### src/design/vnmr_pkg.sv
`default_nettype none
// ----------------------------------------------------------------------------
// vnmr_pkg
// Shared types, codes and constants of the virtio-mmio network register file.
// ----------------------------------------------------------------------------
package vnmr_pkg;

  // Sizing
  localparam int unsigned QueueCountDefault = 2;
  localparam int unsigned QueueSizeMax      = 64;
  localparam int unsigned TxQueueIndex      = 1;
  localparam int unsigned RxQueueIndex      = TxQueueIndex ^ 1;

  // Access function codes
  localparam logic [1:0] FUNC_READ  = 2'd0;
  localparam logic [1:0] FUNC_WRITE = 2'd1;
  localparam logic [1:0] FUNC_EVENT = 2'd2;

  // Register offsets
  localparam logic [8:0] OFS_MAGIC         = 9'h000;
  localparam logic [8:0] OFS_VERSION       = 9'h004;
  localparam logic [8:0] OFS_DEVICE_ID     = 9'h008;
  localparam logic [8:0] OFS_VENDOR        = 9'h00C;
  localparam logic [8:0] OFS_DEV_FEATURES  = 9'h010;
  localparam logic [8:0] OFS_DEV_FEAT_SEL  = 9'h014;
  localparam logic [8:0] OFS_QUEUE_SEL     = 9'h030;
  localparam logic [8:0] OFS_QUEUE_NUM_MAX = 9'h034;
  localparam logic [8:0] OFS_QUEUE_NUM     = 9'h038;
  localparam logic [8:0] OFS_QUEUE_READY   = 9'h044;
  localparam logic [8:0] OFS_QUEUE_NOTIFY  = 9'h050;
  localparam logic [8:0] OFS_IRQ_STATUS    = 9'h060;
  localparam logic [8:0] OFS_IRQ_ACK       = 9'h064;
  localparam logic [8:0] OFS_STATUS        = 9'h070;
  localparam logic [8:0] OFS_CONFIG_GEN    = 9'h0FC;
  localparam logic [8:0] OFS_MAC_LO        = 9'h100;
  localparam logic [8:0] OFS_MAC_HI        = 9'h104;

  // Identity words
  localparam logic [31:0] MAGIC_WORD   = 32'h7472_6976;
  localparam logic [31:0] VERSION_VAL  = 32'd2;
  localparam logic [31:0] DEVICE_ID    = 32'd1;
  localparam logic [31:0] VENDOR_WORD  = 32'h494D_5246;
  localparam logic [31:0] FEATURE_BITS = 32'h1;

  // Status and interrupt bits
  localparam int unsigned  StatusDriverOkBit = 2;
  localparam logic [31:0]  IRQ_USED_RING     = 32'h1;

  // MAC reset value, byte 0 in bits 7:0
  localparam logic [47:0] MAC_RESET = 48'h01_49_4D_52_46_52;

  // One access beat
  typedef struct packed {
    logic [1:0]  func;
    logic [8:0]  offset;
    logic [31:0] wdata;
  } req_t;

  // One result beat
  typedef struct packed {
    logic [31:0] rdata;
    logic        tx_kick;
    logic        irq_pulse;
  } rsp_t;

endpackage
`default_nettype wire

### src/design/virtio_net_mmio_register_file.sv
`default_nettype none
// Pipeline: an accepted access beat passes through the input register, then
//   the result register, before its result shows.
// Throughput: one access per cycle; both stages advance together unless
//   the result register is held by out_stall_i.
// Reset: rst_ni clears all live registers and both stage valids; the MAC
//   register returns to 01:49:4D:52:46:52 in byte order 5..0.
// ----------------------------------------------------------------------------
// virtio_net_mmio_register_file
// virtio-mmio v2 register file of a network device: reads, writes and
// receive delivery events, each access as one beat through a two-stage pipe.
// ----------------------------------------------------------------------------
module virtio_net_mmio_register_file import vnmr_pkg::*; #(
  parameter int unsigned QueueCount = QueueCountDefault
) (
  input  wire logic        clk_i,
  input  wire logic        rst_ni,
  // access channel
  input  wire logic        in_valid_i,
  output logic             in_stall_o,
  input  wire req_t        in_data_i,
  // result channel
  output logic             out_valid_o,
  input  wire logic        out_stall_i,
  output rsp_t             out_data_o,
  // configuration
  input  wire logic        cfg_we_i,
  input  wire logic [47:0] cfg_wdata_i
);

  logic  in_valid_q;
  req_t  in_data_q;
  logic  out_valid_q;
  rsp_t  out_data_q;
  rsp_t  rsp;
  logic  advance;
  logic  in_fire;

  // staged beat moves on when the result register is free or draining
  assign advance    = in_valid_q && (!out_valid_q || !out_stall_i);
  assign in_stall_o = in_valid_q && !advance;
  assign in_fire    = in_valid_i && !in_stall_o;

  vnmr_core #(
    .QueueCount(QueueCount)
  ) u_core (
    .clk_i      (clk_i),
    .rst_ni     (rst_ni),
    .cfg_we_i   (cfg_we_i),
    .cfg_wdata_i(cfg_wdata_i),
    .advance_i  (advance),
    .req_i      (in_data_q),
    .rsp_o      (rsp)
  );

  // input register
  always_ff @(posedge clk_i or negedge rst_ni) begin
    if (!rst_ni) begin
      in_valid_q <= 1'b0;
    end else if (!in_stall_o) begin
      in_valid_q <= in_valid_i;
    end
  end

  always_ff @(posedge clk_i) begin
    if (in_fire) begin
      in_data_q <= in_data_i;
    end
  end

  // result register
  always_ff @(posedge clk_i or negedge rst_ni) begin
    if (!rst_ni) begin
      out_valid_q <= 1'b0;
    end else if (!out_valid_q || !out_stall_i) begin
      out_valid_q <= in_valid_q;
    end
  end

  always_ff @(posedge clk_i) begin
    if (advance) begin
      out_data_q <= rsp;
    end
  end

  assign out_valid_o = out_valid_q;
  assign out_data_o  = out_data_q;

endmodule
`default_nettype wire

### src/design/vnmr_core.sv
`default_nettype none
// ----------------------------------------------------------------------------
// vnmr_core
// Register state, access decode and result generation. Live state (not the MAC)
// is updated on the edge at which the staged access moves into the result register.
// ----------------------------------------------------------------------------
module vnmr_core import vnmr_pkg::*; #(
  parameter int unsigned QueueCount = QueueCountDefault
) (
  input  wire logic        clk_i,
  input  wire logic        rst_ni,
  input  wire logic        cfg_we_i,
  input  wire logic [47:0] cfg_wdata_i,
  input  wire logic        advance_i,
  input  wire req_t        req_i,
  output rsp_t             rsp_o
);

  localparam int unsigned QW = (QueueCount > 1) ? $clog2(QueueCount) : 1;

  logic [47:0] mac_q;
  logic [31:0] status_q, status_d;
  logic [31:0] feat_sel_q, feat_sel_d;
  logic [31:0] irq_q, irq_d;
  logic [31:0] qsel_q, qsel_d;
  logic [31:0] qsize_q [QueueCount];
  logic [31:0] qsize_d [QueueCount];
  logic        qready_q [QueueCount];
  logic        qready_d [QueueCount];

  logic          qsel_ok;
  logic [QW-1:0] cur_q;
  logic [31:0]   rdata;
  logic          kick;

  // current queue, falls back to queue 0 when the select is out of range
  assign qsel_ok = (qsel_q < 32'(QueueCount));
  assign cur_q   = qsel_ok ? qsel_q[QW-1:0] : '0;

  // read mux
  always_comb begin
    unique case (req_i.offset)
      OFS_MAGIC:         rdata = MAGIC_WORD;
      OFS_VERSION:       rdata = VERSION_VAL;
      OFS_DEVICE_ID:     rdata = DEVICE_ID;
      OFS_VENDOR:        rdata = VENDOR_WORD;
      OFS_DEV_FEATURES:  rdata = (feat_sel_q == 32'd1) ? FEATURE_BITS : '0;
      OFS_QUEUE_NUM_MAX: rdata = qsel_ok ? 32'(QueueSizeMax) : '0;
      OFS_QUEUE_READY:   rdata = {31'd0, qready_q[cur_q]};
      OFS_IRQ_STATUS:    rdata = irq_q;
      OFS_STATUS:        rdata = status_q;
      OFS_CONFIG_GEN:    rdata = '0;
      OFS_MAC_LO:        rdata = mac_q[31:0];
      OFS_MAC_HI:        rdata = {16'd0, mac_q[47:32]};
      default:           rdata = '0;
    endcase
  end

  // transmit notify check
  assign kick = (req_i.wdata == 32'(TxQueueIndex)) &&
                status_q[StatusDriverOkBit] &&
                qready_q[TxQueueIndex] && qready_q[RxQueueIndex] &&
                (qsize_q[TxQueueIndex] != '0) && (qsize_q[RxQueueIndex] != '0);

  // next state and result
  always_comb begin
    status_d   = status_q;
    feat_sel_d = feat_sel_q;
    irq_d      = irq_q;
    qsel_d     = qsel_q;
    qsize_d    = qsize_q;
    qready_d   = qready_q;
    rsp_o      = '0;
    unique case (req_i.func)
      FUNC_READ: begin
        rsp_o.rdata = rdata;
      end
      FUNC_WRITE: begin
        unique case (req_i.offset)
          OFS_DEV_FEAT_SEL: feat_sel_d = req_i.wdata;
          OFS_QUEUE_SEL:    qsel_d = req_i.wdata;
          OFS_QUEUE_NUM:    qsize_d[cur_q] = req_i.wdata;
          OFS_QUEUE_READY:  qready_d[cur_q] = req_i.wdata[0];
          OFS_QUEUE_NOTIFY: rsp_o.tx_kick = kick;
          OFS_IRQ_ACK:      irq_d = irq_q & ~req_i.wdata;
          OFS_STATUS: begin
            status_d = req_i.wdata;
            // device reset: drop interrupts and every queue's size and ready bit
            if (req_i.wdata == '0) begin
              irq_d = '0;
              for (int i = 0; i < QueueCount; i++) begin
                qsize_d[i]  = '0;
                qready_d[i] = 1'b0;
              end
            end
          end
          default: ;
        endcase
      end
      FUNC_EVENT: begin
        irq_d           = irq_q | IRQ_USED_RING;
        rsp_o.irq_pulse = 1'b1;
      end
      default: ;
    endcase
  end

  // MAC register
  always_ff @(posedge clk_i or negedge rst_ni) begin
    if (!rst_ni) begin
      mac_q <= MAC_RESET;
    end else if (cfg_we_i) begin
      mac_q <= cfg_wdata_i;
    end
  end

  // live registers
  always_ff @(posedge clk_i or negedge rst_ni) begin
    if (!rst_ni) begin
      status_q   <= '0;
      feat_sel_q <= '0;
      irq_q      <= '0;
      qsel_q     <= '0;
      for (int i = 0; i < QueueCount; i++) begin
        qsize_q[i]  <= '0;
        qready_q[i] <= 1'b0;
      end
    end else if (advance_i) begin
      status_q   <= status_d;
      feat_sel_q <= feat_sel_d;
      irq_q      <= irq_d;
      qsel_q     <= qsel_d;
      qsize_q    <= qsize_d;
      qready_q   <= qready_d;
    end
  end

endmodule
`default_nettype wire
### config.mk
export PLATFORM = sky130hd
export DESIGN_NAME = virtio_net_mmio_register_file
export DESIGN_NICKNAME = d
export VERILOG_FILES = /design/src/design/vnmr_pkg.sv /design/src/design/virtio_net_mmio_register_file.sv /design/src/design/vnmr_core.sv
export SDC_FILE = /design/constraint.sdc
export NUM_CORES = 1
export LEC_CHECK = 0
export BUFFER_PORTS_ARGS = -buffer_cell sky130_fd_sc_hd__buf_2
export CORE_MARGIN = 1.5
export CORE_UTILIZATION = 55
export DETAILED_ROUTE_END_ITERATION = 12
export HOLD_SLACK_MARGIN = 0.05
export PLACE_DENSITY = 0.75
export SLEW_MARGIN = 20
export SYNTH_ARGS = -nofsm -noshare
export SYNTH_HDL_FRONTEND = slang
export SYNTH_SLANG_ARGS = --single-unit
### constraint.sdc
create_clock -name clk_i -period 3.9 [get_ports clk_i]
set_clock_uncertainty 0.1 [all_clocks]
set_input_delay 0.195 -clock clk_i [delete_from_list [all_inputs] [get_ports clk_i]]
set_output_delay 0.195 -clock clk_i [all_outputs]
set_load 0.05 [all_outputs]
==> reports/qor.txt, run 1 <==
max-slew violations -> 0
ys async rst share -> 0.760
vias in the first global route -> 9,069
post-synthesis compound-gate area fraction -> 0.113
syn nets -> 1,000
register share of total power -> 0.503
TritonCTS clock tree -> built
Slew @ Worst Pin -> 710 ps
fin crit share -> 0.756
Slew headroom -> 0.523
Main synth FF type -> dfrtp_1
CP Cell Sequence -> nor4_2 > nand4_1 > nor2_2 > buf_12 > mux2_1
I/O pin count -> 132
average routed wire per standard cell -> 21.9 um
Gate power share -> 0.067
post-layout total power -> 7400 uW
kind of critical path -> flip-flop to flip-flop
post-CTS repair timing setup buffer count -> 0
initial antenna violation count -> 0
first-pass GRT wire length -> 50,600 um
share of the yosys chip area belonging to registers -> 0.657
TritonRoute pass-1 iters -> 5
Fin. Hold Viols -> 0
number of synthesized flops with an enable pin -> 77
P_int -> 5730 uW
number of library cell types mapped by synthesis -> 55
total gr overflow -> 0
total wire length -> 32,300 um
final setup TNS -> 0 ps
worst path required time -> 4180 ps
count of final setup violators -> 0
Max IR drop VDD -> 341 uV
outcome -> finished, final reports clean
commonest non-fill, non-tap cell in the layout -> dfrtp_1
# hold bufs at CTS -> 95
maximum clock insertion buffer count -> 3
Max FO, Critical Path -> 23
Synth Instances -> 900
switching share of power -> 0.226
pin count of the biggest net entering global routing -> 134
clk_lat worst skew -> 510 ps
Synth Warn # -> 0
RePlAce Congestion -> 0.847
P_leak -> 0.00720 uW
Util after Layout -> 0.701
Hold Crit Class -> input port to async pin
Row Count -> 55
mux cell area share after synthesis -> 0.130
Die Ht -> 156 um
Worst path slowest cell -> edfxtp_1
CTS HTree Levels -> 2
Fmax achieved -> 339 MHz
Initial Util -> 0.564
RSZ-0062 raised after global routing -> no
gr usage total -> 0.276
element type at the critical path start -> flip-flop
share of cells above drive strength 1 -> 0.245
die width -> 156 um
crit path capture type -> flip-flop
DRC errors left -> 0
Mapped Area -> 12,800 sq um
# diodes -> 0
final non-filler cell total -> 1,471
die area -> 24,300 sq um
Final Critical Period -> 2950 ps
Synth Area in Simple Gates -> 0.0741
Synth-to-Final Area Change -> 24.3%
core area -> 22,800 sq um
CTS root buf -> clkbuf_16
vias per cell -> 6.00
Net Switching -> 1680 uW
Clk network pwr share -> 0.430
XOR/XNOR share of the synthesized area -> 0.000682
placed inst area -> 13,900 sq um
post-DP HPWL -> 19,200 um
Worst path max stage delay -> 610 ps
# clock sinks -> 321
via total after detailed routing -> 8,819
post-CTS sizing -> 0
most frequent cells in the layout -> dfrtp_1 (227), buf_2 (129), mux2_1 (96)
Inserted Clock Buffers -> 34
DP Cell Count -> 1,313
syn_area_per_cell -> 14.3 sq um
post-synthesis adder-cell area fraction -> 0.00390
design area -> 16,000 sq um
Synth Register Bits -> 321
fill cell count -> 1,527
ANT nets after route -> 0
nets@finish -> 1,232
DR iter-0 viols -> 715
Power Density -> 463 nW/um^2
largest family of logic cells by synthesized area -> multiplexers
# Max-Cap Violations -> 0
crit path DAT -> 3230 ps
clk slew on worst S/H paths -> 60 ps
number of port buffers -> 131
[cells in the mapped netlist (all sizes together) (2+ instances only)]
cell / instances / share of area
nand2b: 3 / 0.0015
dfstp: 17 / 0.035
a22o: 64 / 0.044
o21ai: 3 / 0.0012
inv: 7 / 0.0020
nand3: 11 / 0.0043
nor4b: 2 / 0.0019
o21a: 31 / 0.018
mux2i: 2 / 0.0016
a222oi: 13 / 0.010
clkbuf: 30 / 0.0088
mux2: 146 / 0.13
and3: 4 / 0.0019
o211ai: 4 / 0.0027
nand3b: 2 / 0.0012
nor3: 11 / 0.0043
nor4: 41 / 0.021
and2: 2 / 0.00097
o31ai: 2 / 0.0012
buf: 24 / 0.011
a22oi: 20 / 0.012
a31oi: 21 / 0.010
ha: 4 / 0.0039
a21oi: 16 / 0.0062
or4: 2 / 0.0018
nor2: 47 / 0.014
nand4: 13 / 0.0063
dfrtp: 227 / 0.44
nand2: 32 / 0.0094
nor2b: 3 / 0.0015
edfxtp: 77 / 0.18
nor3b: 3 / 0.0018
a221oi: 2 / 0.0014
[per-stage QoR]
step / worst slack, ps / hold slack, ps
2_1_floorplan: 461 / -201
4_1_cts: 978 / 272
6_report: 952 / 85.9
5_1_grt: 766 / 122
3_5_place_dp: 999 / 273
3_3_place_gp: 1070 / 272
[power by group through the flow]
stage | clock (uW) | combinational [uW] | sequential, uW
2_1_floorplan | 0 | 175 | 3790
3_3_place_gp | 0 | 411 | 3780
3_5_place_dp | 0 | 417 | 3780
4_1_cts | 3230 | 494 | 3720
5_1_grt | 3390 | 541 | 3730
6_report | 3180 | 499 | 3720
[critical path: cells and delay by family, from the launching register on]
| kind | cells | cell delay, ps |
|---|---|---|
| flip-flops | 1 | 610 |
| multiplexers | 1 | 360 |
| buffers and inverters | 1 | 260 |
| AND/OR/NAND/NOR | 3 | 1480 |
[layout make-up]
cell class	count	area, sq um	share of cell area
flip-flops and latches	321	8440	0.528
multi-input cells	518	4170	0.261
repair buffers	250	1830	0.115
clock buffers	51	1010	0.0632
well taps	313	392	0.0245
clock inverters	11	104	0.00650
inverters	7	26.3	0.00165
[worst paths after layout]
path	startpoint	end	slack, ps	cells past startpoint
worst max-delay path	in_data_q[34]$_DFFE_PP_	u_core.status_q[31]$_DFFE_PN0P_	950	5
worst min-delay path	rst_ni	u_core.qsel_q[16]$_DFFE_PN0P_	90	2
worst max register to register	in_data_q[34]$_DFFE_PP_	u_core.status_q[31]$_DFFE_PN0P_	950	5
worst min register to register	u_core.status_q[12]$_DFFE_PN0P_	u_core.status_q[12]$_DFFE_PN0P_	380	1
max in group asynchronous	rst_ni	u_core.mac_q[1]$_DFFE_PN1P_	2410	4
min in group clk_i	cfg_we_i	u_core.mac_q[22]$_DFFE_PN1P_	240	2
[logic make-up (layout without fill, tap and decap cells)]
family	after synthesis	in the layout
and+or+nand+nor	180	180
AOI/OAI and AO/OA	185	185
xor gates and xnor gates	1	1
buffers and inverters	61	319
muxes	148	148
DFF	321	321
adders and majority gates	4	4
[state kept, by name (all words and copies together) (netlist names)]
name / flops
u_core.feat_sel_q: 32
u_core.status_q: 32
u_core.qsize_q: 64
out_valid_o: 1
in_valid_q: 1
in_data_q: 43
u_core.qready_q: 2
u_core.qsel_q: 32
u_core.mac_q: 48
out_data_o: 34
u_core.irq_q: 32
[layer usage]
metal  vias up  wire length (um)  track usage
li1       3916                 -            -
met1      4540             13800        0.374
met2       311             16000        0.457
met3        52              1840       0.0536
met4         0               649       0.0762
met5         -                 0            0
Power figures use the tool's default switching activity.
==> run 2, diff against run 1 <==
==> constraint.sdc (replaced) <==
create_clock -name clk_i -period 2.8 [get_ports clk_i]
set_clock_uncertainty 0.1 [all_clocks]
set_input_delay 0.14 -clock clk_i [delete_from_list [all_inputs] [get_ports clk_i]]
set_output_delay 0.14 -clock clk_i [all_outputs]
set_load 0.05 [all_outputs]
==> run 2 against run 1 <==
Power up 40%; critical path depth up 1; hold slack better by 70 ps; combinational power up 63%; critical endpoint is now u_core.qsize_q[13]$_DFFE_PN0P_; largest cell class unchanged.
==> reports/qor.txt, run 2 (same netlist as run 1, synthesis figures left out) <==
average routed wire per standard cell -> 21.7 um (-1.2%)
Initial Util -> 0.564 (unchanged)
DR iter-0 viols -> 804 (+12%)
Worst path max stage delay -> 490 ps (-120 ps)
vias per cell -> 5.92 (-1.2%)
I/O pin count -> 132 (unchanged)
DP Cell Count -> 1,353 (+3.0%)
max reg flops -> 64 (unchanged)
via total after detailed routing -> 8,944 (+1.4%)
Inserted Clock Buffers -> 34 (unchanged)
TritonRoute pass-1 iters -> 6 (+1)
clk slew on worst S/H paths -> 60 ps (about the same)
fill cell count -> 1,499 (-1.8%)
Slew @ Worst Pin -> 719 ps (+8.75 ps)
TritonCTS clock tree -> built
most frequent cells in the layout -> dfrtp_1 (226), buf_2 (130), mux2_1 (96)
max-slew violations -> 0 (unchanged)
total gr overflow -> 0 (unchanged)
Die Ht -> 156 um (unchanged)
kind of critical path -> flip-flop to flip-flop
die width -> 156 um (unchanged)
initial antenna violation count -> 0 (unchanged)
first-pass GRT wire length -> 51,700 um (+2.2%)
Max FO, Critical Path -> 32 (+39%)
share of cells above drive strength 1 -> 0.273 (+0.0279)
Synth-to-Final Area Change -> 27.5%
fin crit share -> 0.926 (+0.170)
Max IR drop VDD -> 577 uV (+69%)
# diodes -> 0 (unchanged)
R2R setup slack -> 210 ps (-740 ps)
post-DP HPWL -> 20,100 um (+4.8%)
total wire length -> 32,700 um (+1.4%)
RSZ-0062 raised after global routing -> no
Util after Layout -> 0.719 (+0.0179)
Power Density -> 633 nW/um^2 (+37%)
CTS root buf -> clkbuf_16
outcome -> finished, final reports clean
commonest non-fill, non-tap cell in the layout -> dfrtp_1
DRC errors left -> 0 (unchanged)
# Max-Cap Violations -> 0 (unchanged)
die area -> 24,300 sq um (unchanged)
element type at the critical path start -> flip-flop
worst path required time -> 3080 ps (-1100 ps)
P_leak -> 0.00743 uW (+3.3%)
Final Critical Period -> 2590 ps (-355 ps)
largest registers -> u_core.qsize_q (64), u_core.mac_q (48), in_data_q (43)
final setup TNS -> 0 ps (unchanged)
Fmax achieved -> 386 MHz (+14%)
post-CTS repair timing setup buffer count -> 0 (unchanged)
Fin. Hold Viols -> 0 (unchanged)
number of port buffers -> 131 (unchanged)
RePlAce Congestion -> 0.856 (+1.1%)
clk_lat worst skew -> 500 ps (about the same)
# hold bufs at CTS -> 95 (unchanged)
crit path DAT -> 2880 ps (-350 ps)
CTS HTree Levels -> 2 (unchanged)
nets@finish -> 1,271 (+3.2%)
pin count of the biggest net entering global routing -> 88 (-34%)
crit path capture type -> flip-flop
post-CTS sizing -> 0 (unchanged)
Top reg by flops -> u_core.qsize_q
# clock sinks -> 321 (unchanged)
Hold Slack -> 156 ps (+70.4 ps)
ANT nets after route -> 0 (unchanged)
count of final setup violators -> 0 (unchanged)
final non-filler cell total -> 1,510 (+2.7%)
gr usage total -> 0.280 (+0.00418)
Row Count -> 55 (unchanged)
vias in the first global route -> 9,204 (+1.5%)
core area -> 22,800 sq um (unchanged)
maximum clock insertion buffer count -> 3 (unchanged)
Worst path slowest cell -> nor4_1
Hold Crit Class -> input port to async pin
Slew headroom -> 0.521 (-0.00219)
CP Cell Sequence -> nor4_1 > nand4_1 > o31ai_1 > o211ai_1 > buf_4 > a22o_1
[run 2: cell types whose count changed in the layout (fill, tap and decap cells not counted), moves of 2 or more]
cell      before  now
buf_4         23   53
buf_12         1   10
clkinv_1       3    1
clkbuf_8       3    7
[run 2: layer usage]
metal  wire, um  GRT usage  part of all wire
met1      13800      0.382              0.42
met2      16200      0.466              0.50
met3       1860     0.0428             0.057
met4        868     0.0862             0.027
met5          0          0                 0
[run 2: stage by stage]
stage / instance area [sq um] / power, uW / worst slack [ps]
2_1_floorplan: 12900 / 5520 / 46.2
3_3_place_gp: 14300 / 5880 / 307
3_5_place_dp: 14300 / 5900 / 235
4_1_cts: 16400 / 10400 / 190
5_1_grt: 16400 / 10700 / 136
6_report: 16400 / 10400 / 207
[run 2: area by class of cell]
type	count	area, sq um	area share
inverter	7	26.3	0.00160
tap	313	392	0.0239
timing repair buffer	289	2210	0.135
clock buffer	56	1070	0.0652
sequential	321	8440	0.515
multi-input combinational	518	4180	0.255
clock inverter	6	53.8	0.00329
[run 2: worst max-delay path, delay by kind of cell, from the launching register on]
kind	cells	cell delay [ps]
buf+inv	1	270
simple gates	2	850
flops	1	390
compound gates	3	840
[run 2: power breakdown]
| group | total (uW) | internal (uW) | switching (uW) |
|---|---|---|---|
| registers | 5110 | 4990 | 114 |
| clock network | 4440 | 2690 | 1750 |
| logic | 814 | 341 | 473 |
| total | 10400 | 8030 | 2340 |
[run 2: path summary, 6_finish.rpt]
kind / start / to / cells after the start
setup / recovery: in_data_q[12]$_DFFE_PP_ / u_core.qsize_q[13]$_DFFE_PN0P_ / 6
hold / removal: rst_ni / u_core.qsize_q[10]$_DFFE_PN0P_ / 2
setup reg to reg: in_data_q[12]$_DFFE_PP_ / u_core.qsize_q[13]$_DFFE_PN0P_ / 6
hold reg to reg: u_core.feat_sel_q[17]$_DFFE_PN0P_ / u_core.feat_sel_q[17]$_DFFE_PN0P_ / 1
max in group asynchronous: rst_ni / u_core.mac_q[6]$_DFFE_PN1P_ / 3
min in group clk_i: in_data_i[18] / in_data_q[18]$_DFFE_PP_ / 2
